<file path="config.mk">
export PLATFORM = sky130hd
export DESIGN_NAME = consonant_ratio_quantizer
export DESIGN_NICKNAME = d
export VERILOG_FILES = /design/src/design/crq_pkg.sv /design/src/design/crq_consonant.sv /design/src/design/crq_core.sv /design/src/design/consonant_ratio_quantizer.sv
export VERILOG_INCLUDE_DIRS = /design/src /design/src/design
export SDC_FILE = /design/constraint.sdc
export NUM_CORES = 1
export LEC_CHECK = 0
export BUFFER_PORTS_ARGS = -buffer_cell sky130_fd_sc_hd__buf_4
export CORE_MARGIN = 2
export CORE_UTILIZATION = 66
export CTS_CLUSTER_SIZE = 25
export DETAILED_ROUTE_END_ITERATION = 8
export PLACE_DENSITY = 0.84
export SLEW_MARGIN = 10
export SYNTH_ARGS = -nofsm -noshare
export SYNTH_HDL_FRONTEND = slang
export SYNTH_HIERARCHICAL = 1
export SYNTH_SLANG_ARGS = --single-unit
</file>
<file path="constraint.sdc">
create_clock -name clk -period 12.9 [get_ports clk]
set_input_delay 1.29 -clock clk [delete_from_list [all_inputs] [get_ports clk]]
set_output_delay 1.29 -clock clk [all_outputs]
set_load 0.005 [all_outputs]
</file>
<file path="src/design/consonant_ratio_quantizer_macros.svh">
// Assertion macros for the consonant ratio quantizer.
`ifndef CONSONANT_RATIO_QUANTIZER_MACROS_SVH
`define CONSONANT_RATIO_QUANTIZER_MACROS_SVH

// Consequent checked in the cycle after the antecedent.
`define CRQ_ASSERT_NEXT(lbl, ante, cons, msg) \
    lbl: assert property (@(posedge clk) disable iff (!rst_n) (ante) |=> (cons)) \
        else $error(msg);

// Consequent checked in the same cycle as the antecedent.
`define CRQ_ASSERT_NOW(lbl, ante, cons, msg) \
    lbl: assert property (@(posedge clk) disable iff (!rst_n) (ante) |-> (cons)) \
        else $error(msg);

`endif

</file>
<file path="src/design/crq_pkg.sv">
// Shared types, mode codes and interval tables of the consonant ratio quantizer.
`timescale 1ns / 1ps

package crq_pkg;

    localparam int IO_W          = 22;
    localparam int FRAC_BITS_DEF = 16;

    typedef logic [1:0]               quant_mode_t;
    typedef logic signed [IO_W-1:0]   stretch_t;

    localparam quant_mode_t MODE_NONE      = 2'd0;
    localparam quant_mode_t MODE_CONSONANT = 2'd1;
    localparam quant_mode_t MODE_HARMONIC  = 2'd2;

    typedef struct packed {
        quant_mode_t mode;
        stretch_t    x;
    } crq_item_t;

    // Snap grid below 2/3: cut points and the values between them.
    localparam int LOW_CUTS  = 5;
    localparam int LOW_IDX_W = $clog2(LOW_CUTS + 1);
    localparam int unsigned LOW_CUT_NUM [LOW_CUTS]   = '{1, 3, 7, 5, 7};
    localparam int unsigned LOW_CUT_DEN [LOW_CUTS]   = '{16, 16, 24, 12, 12};
    localparam int unsigned LOW_VAL_NUM [LOW_CUTS+1] = '{0, 1, 1, 1, 1, 2};
    localparam int unsigned LOW_VAL_DEN [LOW_CUTS+1] = '{1, 8, 4, 3, 2, 3};

    // Just intervals within one octave.
    localparam int OCT_CUTS  = 7;
    localparam int OCT_IDX_W = $clog2(OCT_CUTS + 1);
    localparam int unsigned OCT_CUT_NUM [OCT_CUTS]   = '{11, 49, 31, 17, 31, 49, 11};
    localparam int unsigned OCT_CUT_DEN [OCT_CUTS]   = '{10, 40, 24, 12, 20, 30, 6};
    localparam int unsigned OCT_VAL_NUM [OCT_CUTS+1] = '{1, 6, 5, 4, 3, 8, 5, 2};
    localparam int unsigned OCT_VAL_DEN [OCT_CUTS+1] = '{1, 5, 4, 3, 2, 5, 3, 1};

endpackage

</file>
<file path="src/design/crq_consonant.sv">
// Consonant interval snapping of one stretch value, saturated to the output range.
`timescale 1ns / 1ps

module crq_consonant #(
    parameter int FRAC_BITS = crq_pkg::FRAC_BITS_DEF
) (
    input  crq_pkg::stretch_t x,
    output crq_pkg::stretch_t y
);

    import crq_pkg::*;

    localparam int SW   = ((IO_W > FRAC_BITS + 1) ? IO_W : FRAC_BITS + 1) + 1;
    localparam int YW   = SW + 1;
    localparam int CW   = SW + 8;
    localparam int EMAX = SW - 1 - FRAC_BITS;
    localparam int EW   = (EMAX < 1) ? 1 : $clog2(EMAX + 1);

    localparam logic signed [SW-1:0] ONE_S  = SW'(64'sd1 <<< FRAC_BITS);
    localparam logic signed [YW-1:0] ONE_Y  = YW'(64'sd1 <<< FRAC_BITS);
    localparam logic signed [YW-1:0] SAT_HI = YW'((64'sd1 <<< (IO_W - 1)) - 64'sd1);
    localparam logic signed [YW-1:0] SAT_LO = YW'(-(64'sd1 <<< (IO_W - 1)));

    logic signed [SW-1:0] s;
    logic                 neg;
    logic [SW-1:0]        r;
    logic                 in_low;
    logic [EW-1:0]        oct_e;
    logic [LOW_IDX_W-1:0] low_idx;
    logic [OCT_IDX_W-1:0] oct_idx;
    logic [SW-1:0]        q;
    logic signed [YW-1:0] y_mag;
    logic signed [YW-1:0] y_full;

    logic [SW-1:0] low_q [LOW_CUTS+1];
    logic [SW-1:0] oct_q [EMAX+1][OCT_CUTS+1];

    // Snap values, rounded to the nearest LSB with halves up.
    for (genvar i = 0; i <= LOW_CUTS; i++) begin : g_low
        localparam longint unsigned N = LOW_VAL_NUM[i];
        localparam longint unsigned D = LOW_VAL_DEN[i];
        localparam longint unsigned Q = ((N << (FRAC_BITS + 1)) + D) / (2 * D);
        assign low_q[i] = SW'(Q);
    end

    for (genvar e = 0; e <= EMAX; e++) begin : g_oct_e
        for (genvar i = 0; i <= OCT_CUTS; i++) begin : g_oct_v
            localparam longint unsigned N = OCT_VAL_NUM[i];
            localparam longint unsigned D = OCT_VAL_DEN[i];
            localparam longint unsigned Q = ((N << (FRAC_BITS + e)) + D) / (2 * D);
            assign oct_q[e][i] = SW'(Q);
        end
    end

    always_comb
    begin
        s   = SW'(x) + ONE_S;
        neg = s[SW-1];
        r   = neg ? $unsigned(-s) : $unsigned(s);

        in_low = (CW'(r) * CW'(3)) < (CW'(2) << FRAC_BITS);

        // Octave: e = 0 for [2/3,1), else smallest e with r <= 2^e.
        oct_e = EW'(EMAX);
        for (int j = EMAX; j >= 1; j--)
        begin
            if (r <= (SW'(1) << (FRAC_BITS + j)))
                oct_e = EW'(j);
        end
        if (r < (SW'(1) << FRAC_BITS))
            oct_e = '0;

        // Thresholds compared exactly as 2*r*den < num * 2^(frac+e), with e = 1 for the low grid.
        low_idx = LOW_IDX_W'(LOW_CUTS);
        for (int i = LOW_CUTS - 1; i >= 0; i--)
        begin
            if ((CW'(r) * CW'(2 * LOW_CUT_DEN[i])) <
                (CW'(LOW_CUT_NUM[i]) << (FRAC_BITS + 1)))
                low_idx = LOW_IDX_W'(i);
        end

        oct_idx = OCT_IDX_W'(OCT_CUTS);
        for (int i = OCT_CUTS - 1; i >= 0; i--)
        begin
            if ((CW'(r) * CW'(2 * OCT_CUT_DEN[i])) <
                (CW'(OCT_CUT_NUM[i]) << (FRAC_BITS + int'(oct_e))))
                oct_idx = OCT_IDX_W'(i);
        end

        q = in_low ? low_q[low_idx] : oct_q[oct_e][oct_idx];

        y_mag  = neg ? -$signed({1'b0, q}) : $signed({1'b0, q});
        y_full = y_mag - ONE_Y;

        if (y_full > SAT_HI)
            y = stretch_t'(SAT_HI[IO_W-1:0]);
        else if (y_full < SAT_LO)
            y = stretch_t'(SAT_LO[IO_W-1:0]);
        else
            y = stretch_t'(y_full[IO_W-1:0]);
    end

endmodule

</file>
<file path="src/design/crq_core.sv">
// Mode selection, nearest-harmonic rounding and bypass for one stretch value.
`timescale 1ns / 1ps

module crq_core #(
    parameter int FRAC_BITS = crq_pkg::FRAC_BITS_DEF
) (
    input  crq_pkg::crq_item_t item,
    output crq_pkg::stretch_t  y
);

    import crq_pkg::*;

    localparam int HW = ((IO_W > FRAC_BITS) ? IO_W : FRAC_BITS) + 1;

    localparam logic [HW-1:0] HALF_H = HW'(1) << (FRAC_BITS - 1);
    localparam logic [HW-1:0] FRAC_MASK = (HW'(1) << FRAC_BITS) - HW'(1);
    localparam logic signed [HW:0] SAT_HI = (HW+1)'((64'sd1 <<< (IO_W - 1)) - 64'sd1);
    localparam logic signed [HW:0] SAT_LO = (HW+1)'(-(64'sd1 <<< (IO_W - 1)));

    stretch_t           y_cons;
    logic               h_neg;
    logic [HW-1:0]      h_mag;
    logic [HW-1:0]      h_q;
    logic signed [HW:0] h_full;
    stretch_t           y_harm;

    crq_consonant #(
        .FRAC_BITS (FRAC_BITS)
    ) u_consonant (
        .x (item.x),
        .y (y_cons)
    );

    // Round half away from zero on the magnitude.
    always_comb
    begin
        h_neg  = item.x[IO_W-1];
        h_mag  = h_neg ? HW'($unsigned(-(IO_W+1)'(item.x))) : HW'($unsigned(item.x));
        h_q    = (h_mag + HALF_H) & ~FRAC_MASK;
        h_full = h_neg ? -$signed({1'b0, h_q}) : $signed({1'b0, h_q});

        if (h_full > SAT_HI)
            y_harm = stretch_t'(SAT_HI[IO_W-1:0]);
        else if (h_full < SAT_LO)
            y_harm = stretch_t'(SAT_LO[IO_W-1:0]);
        else
            y_harm = stretch_t'(h_full[IO_W-1:0]);
    end

    always_comb
    begin
        case (item.mode)
            MODE_CONSONANT: y = y_cons;
            MODE_HARMONIC:  y = y_harm;
            default:        y = item.x;
        endcase
    end

endmodule

</file>
<file path="src/design/consonant_ratio_quantizer.sv">
// Top level of the consonant ratio quantizer: input, mode and result registers.
`timescale 1ns / 1ps
`include "consonant_ratio_quantizer_macros.svh"

// Takes one stretch value per clock and gives its quantized value on
// stretch_out via the input and result registers, with done high for exactly one
// cycle. The receiver cannot stall, so a result must be taken in the cycle
// it appears; busy stays low and start may be held high every cycle for one
// result per clock. The clock period is set by the consonant path: the
// octave search, the exact threshold compares and the interval table lookup
// between the input and result registers. quant_mode is written through
// quant_mode_we / quant_mode_wdata and is sampled with each item at start.

module consonant_ratio_quantizer #(
    parameter int FRAC_BITS = crq_pkg::FRAC_BITS_DEF
) (
    input  logic                 clk,
    input  logic                 rst_n,
    input  logic                 quant_mode_we,
    input  crq_pkg::quant_mode_t quant_mode_wdata,
    input  logic                 start,
    input  crq_pkg::stretch_t    stretch_in,
    output logic                 busy,
    output logic                 done,
    output crq_pkg::stretch_t    stretch_out
);

    import crq_pkg::*;

    quant_mode_t quant_mode_reg;
    quant_mode_t quant_mode_next;
    logic        in_valid_reg;
    logic        in_valid_next;
    crq_item_t   in_item_reg;
    crq_item_t   in_item_next;
    logic        done_reg;
    logic        done_next;
    stretch_t    out_reg;
    stretch_t    out_next;
    logic        accept;

    assign busy   = 1'b0;
    assign accept = start && !busy;

    crq_core #(
        .FRAC_BITS (FRAC_BITS)
    ) u_core (
        .item (in_item_reg),
        .y    (out_next)
    );

    always_comb
    begin
        quant_mode_next   = quant_mode_we ? quant_mode_wdata : quant_mode_reg;
        in_valid_next     = accept;
        in_item_next.mode = quant_mode_reg;
        in_item_next.x    = stretch_in;
        done_next         = in_valid_reg;
    end

    always_ff @(posedge clk or negedge rst_n)
    begin
        if (!rst_n)
        begin
            quant_mode_reg <= MODE_NONE;
            in_valid_reg   <= 1'b0;
            done_reg       <= 1'b0;
        end
        else
        begin
            quant_mode_reg <= quant_mode_next;
            in_valid_reg   <= in_valid_next;
            done_reg       <= done_next;
        end
    end

    always_ff @(posedge clk)
    begin
        if (accept)
            in_item_reg <= in_item_next;
        if (in_valid_reg)
            out_reg <= out_next;
    end

    assign done        = done_reg;
    assign stretch_out = out_reg;

    `CRQ_ASSERT_NEXT(a_accept_loads, start && !busy, in_valid_reg, "accepted item not loaded")
    `CRQ_ASSERT_NEXT(a_item_gives_result, in_valid_reg, done, "loaded item gave no result")
    `CRQ_ASSERT_NOW(a_no_spurious_result, done, $past(in_valid_reg), "result without item")
    `CRQ_ASSERT_NEXT(a_bypass_exact, in_valid_reg && (in_item_reg.mode == MODE_NONE), stretch_out == $past(in_item_reg.x), "bypass mode altered value")

endmodule
</file>
==> impl_metrics.env <==
export IMPL_outcome="completed"
export IMPL_finalSetupViolCount=0
export IMPL_pre_cts_slack_ps=365.4
export IMPL_cts_clk_slew_worst_paths_ps=70
export IMPL_finalHoldViolCount=0
export IMPL_regArea_um2=1481
export IMPL_arrival_ps=12380
export IMPL_clock_skew_ps=8.143
export IMPL_cts_max_level=2
export IMPL_cp_max_fo=15
export IMPL_worstReg2RegStart="in_item_reg[17]$_DFFE_PP_"
export IMPL_clk_latency_ps=300
export IMPL_fp_dieH_um=145.2
export IMPL_dieArea_um2=21100
export IMPL_drv_cap=0
export IMPL_crit_type="reg2reg"
export IMPL_cts_made_buffers=5
export IMPL_largest_reg_flops=24
export IMPL_min_path_cells=0
export IMPL_async_flop_share=0.08000
export IMPL_grt_pass1_wl_um=64510
export IMPL_slew_headroom=0.2747
export IMPL_synth_seq_cells=50
export IMPL_grt_max_degree=30
export IMPL_synthTopCellsByArea="ha_1 20%, edfxtp_1 10%, fa_1 6.2%"
export IMPL_clockBufferDepth=2
export IMPL_grt_ovfl_total=0
export IMPL_slew_viol_final=0
export IMPL_gp_congestion=1.009
export IMPL_multiInputGateArea_um2=10840
export IMPL_cts_sinks=50
export IMPL_startpoint_type="register"
export IMPL_hold_path_class="reg2reg"
export IMPL_seq_area_frac_synth=0.1125
export IMPL_post_synth_top_count_cell="ha_1"
export IMPL_drtIter0Drc=1311
export IMPL_cts_root_buffer="clkbuf_16"
export IMPL_synthTopCellsByCount="206 x ha_1, 147 x inv_1, 116 x nand2_1"
export IMPL_yosys_warnings=6
export IMPL_routed_wl_um=40760
export IMPL_synth_cell_area_um2=13170
export IMPL_synth_area_per_cell_um2=8.169
export IMPL_port_buffers=50
export IMPL_fmax_mhz=81.87
export IMPL_min_delay_start="quant_mode_reg[0]$_DFFE_PN0P_"
export IMPL_yosysUniqueCellTypes=119
export IMPL_num_antenna_cells=0
export IMPL_hold_ws_ps=453.5
export IMPL_slowest_delay_ps=540
export IMPL_antenna_found_initial=0
export IMPL_end_kind="register"
export IMPL_crit_slowest_cell="o311ai_0"
export IMPL_drc=0
export IMPL_final_cells=1935
export IMPL_post_drt_wl_per_cell_um=21.07
export IMPL_yosys_area_top_type="ha_1"
export IMPL_crit_required_ps=13070
export IMPL_ioPinCount=52
export IMPL_post_dp_hpwl_um=31930
export IMPL_drive_above_1_share=0.1341
export IMPL_num_vias=13400
export IMPL_post_place_cells=1920
export IMPL_yosysTopAreaCellShare=0.1957
export IMPL_nFillCells=1508
export IMPL_final_nets=1944
export IMPL_synthFlopType="edfxtp_1"
export IMPL_synth_edff_count=46
export IMPL_tightest_slew_ps=1088
export IMPL_start_util=0.6744
export IMPL_vias_per_cell=6.922
export IMPL_first_global_vias=12270
export IMPL_grt_total_usage=0.3708
export IMPL_core_um2=19530
export IMPL_rr_endpoint="stretch_out[7]$_DFFE_PP_"
export IMPL_rrSetupSlack_ps=680
export IMPL_cts_tree="yes"
export IMPL_min_period_ps=12220
export IMPL_fin_crit_sh=0.9469
export IMPL_postRouteAntennaNets=0
export IMPL_syn_inst=1612
export IMPL_syn2layout_area_growth_pct=8.086
export IMPL_setup_ws_ps=684.9
export IMPL_dr_pass1_iters=7
export IMPL_hold_end="in_item_reg[22]$_DFFE_PP_"
export IMPL_rows=51
export IMPL_rr_worst_depth=52
export IMPL_die_w_um=145.2
export IMPL_utilization=0.7289
## layout make-up
| type | instances | share of cell area |
|---|---|---|
| Clock buffer | 5 | 0.008791 |
| Clock inverter | 3 | 0.004835 |
| Timing Repair Buffer | 109 | 0.05749 |
| Multi-Input combinational cell | 1351 | 0.7614 |
| Tap cell | 265 | 0.02330 |
| Sequential cell | 50 | 0.1041 |
| Inverter | 152 | 0.04009 |
## kinds of logic after synthesis
kind of cell,share of synthesized area
compound gates,0.2819
xor+xnor,0.05293
fa+ha+maj,0.2619
buf+inv,0.07174
flops,0.1125
mux,0.02746
other cells,0.0008551
simple gates,0.1907
## through the flow
stage               instance area [um^2]  TNS, ps
floorplan                          13180        0
detailed placement                 13910        0
CTS                                14110        0
finish                             14230        0
global route                       14230   -91.86
global placement                   13910        0
## worst max-delay path: cells and delay by family, from the launching register on
family                     cells  cell delay, ps
AOI/OAI and AO/OA             23            5610
and+or+nand+nor               16            2700
adders and majority gates      7            2020
buffers and inverters          3             680
xor gates and xnor gates       2             540
DFF                            1             350
muxes                          1             160
## repair_timing
item	in CTS	in global routing
hold buffers	0	0
setup endpoints to repair	0	21
resized for setup	0	12
setup buffers	0	7
## how the worst max path moves through the flow
| stage | from | cells past startpoint | slack, ps | endpoint |
|---|---|---|---|---|
| after floorplan | in_item_reg[17]$_DFFE_PP_ | 63 | 1070 | stretch_out[12]$_DFFE_PP_ |
| final | in_item_reg[17]$_DFFE_PP_ | 52 | 680 | stretch_out[7]$_DFFE_PP_ |
| after global routing | in_item_reg[1]$_DFFE_PP_ | 57 | -40 | stretch_out[7]$_DFFE_PP_ |
| after global placement | in_item_reg[0]$_DFFE_PP_ | 54 | 870 | stretch_out[19]$_DFFE_PP_ |
| after CTS | in_item_reg[17]$_DFFE_PP_ | 55 | 300 | stretch_out[19]$_DFFE_PP_ |
| after detailed placement | in_item_reg[17]$_DFFE_PP_ | 55 | 370 | stretch_out[19]$_DFFE_PP_ |
## per-layer routing
layer  vias up  GRT usage  routed length [um]
met5         -          0                   0
met4         0     0.1039                1240
met2       800     0.5948               18490
met1      6375     0.5203               16770
met3       118    0.05535                4264
li1       6102          -                   -
## layout by cell type, fill, tap and decap left out, types with 12 or more instances in the layout
| cell | netlist | final |
|---|---|---|
| a211oi_1 | 23 | 22 |
| a21o_1 | 37 | 37 |
| a21oi_1 | 106 | 105 |
| a221oi_1 | 13 | 12 |
| a31oi_1 | 18 | 18 |
| and2_1 | 15 | 15 |
| and3_1 | 12 | 12 |
| buf_4 | 12 | 109 |
| edfxtp_1 | 46 | 46 |
| fa_1 | 41 | 41 |
| ha_1 | 206 | 205 |
| inv_1 | 147 | 147 |
| mux2_2 | 21 | 21 |
| nand2_1 | 116 | 116 |
| nand2b_1 | 20 | 20 |
| nand3_1 | 41 | 41 |
| nand4_1 | 32 | 32 |
| nor2_1 | 104 | 104 |
| nor2b_1 | 13 | 13 |
| nor3_1 | 45 | 45 |
| o211ai_1 | 17 | 17 |
| o21a_1 | 34 | 34 |
| o21ai_0 | 78 | 78 |
| o31ai_1 | 14 | 14 |
| xnor2_1 | 58 | 57 |
| xor2_1 | 19 | 16 |
Power is not shown: default switching activity piles up to over one toggle a cycle in this logic, so the estimate is an artifact.
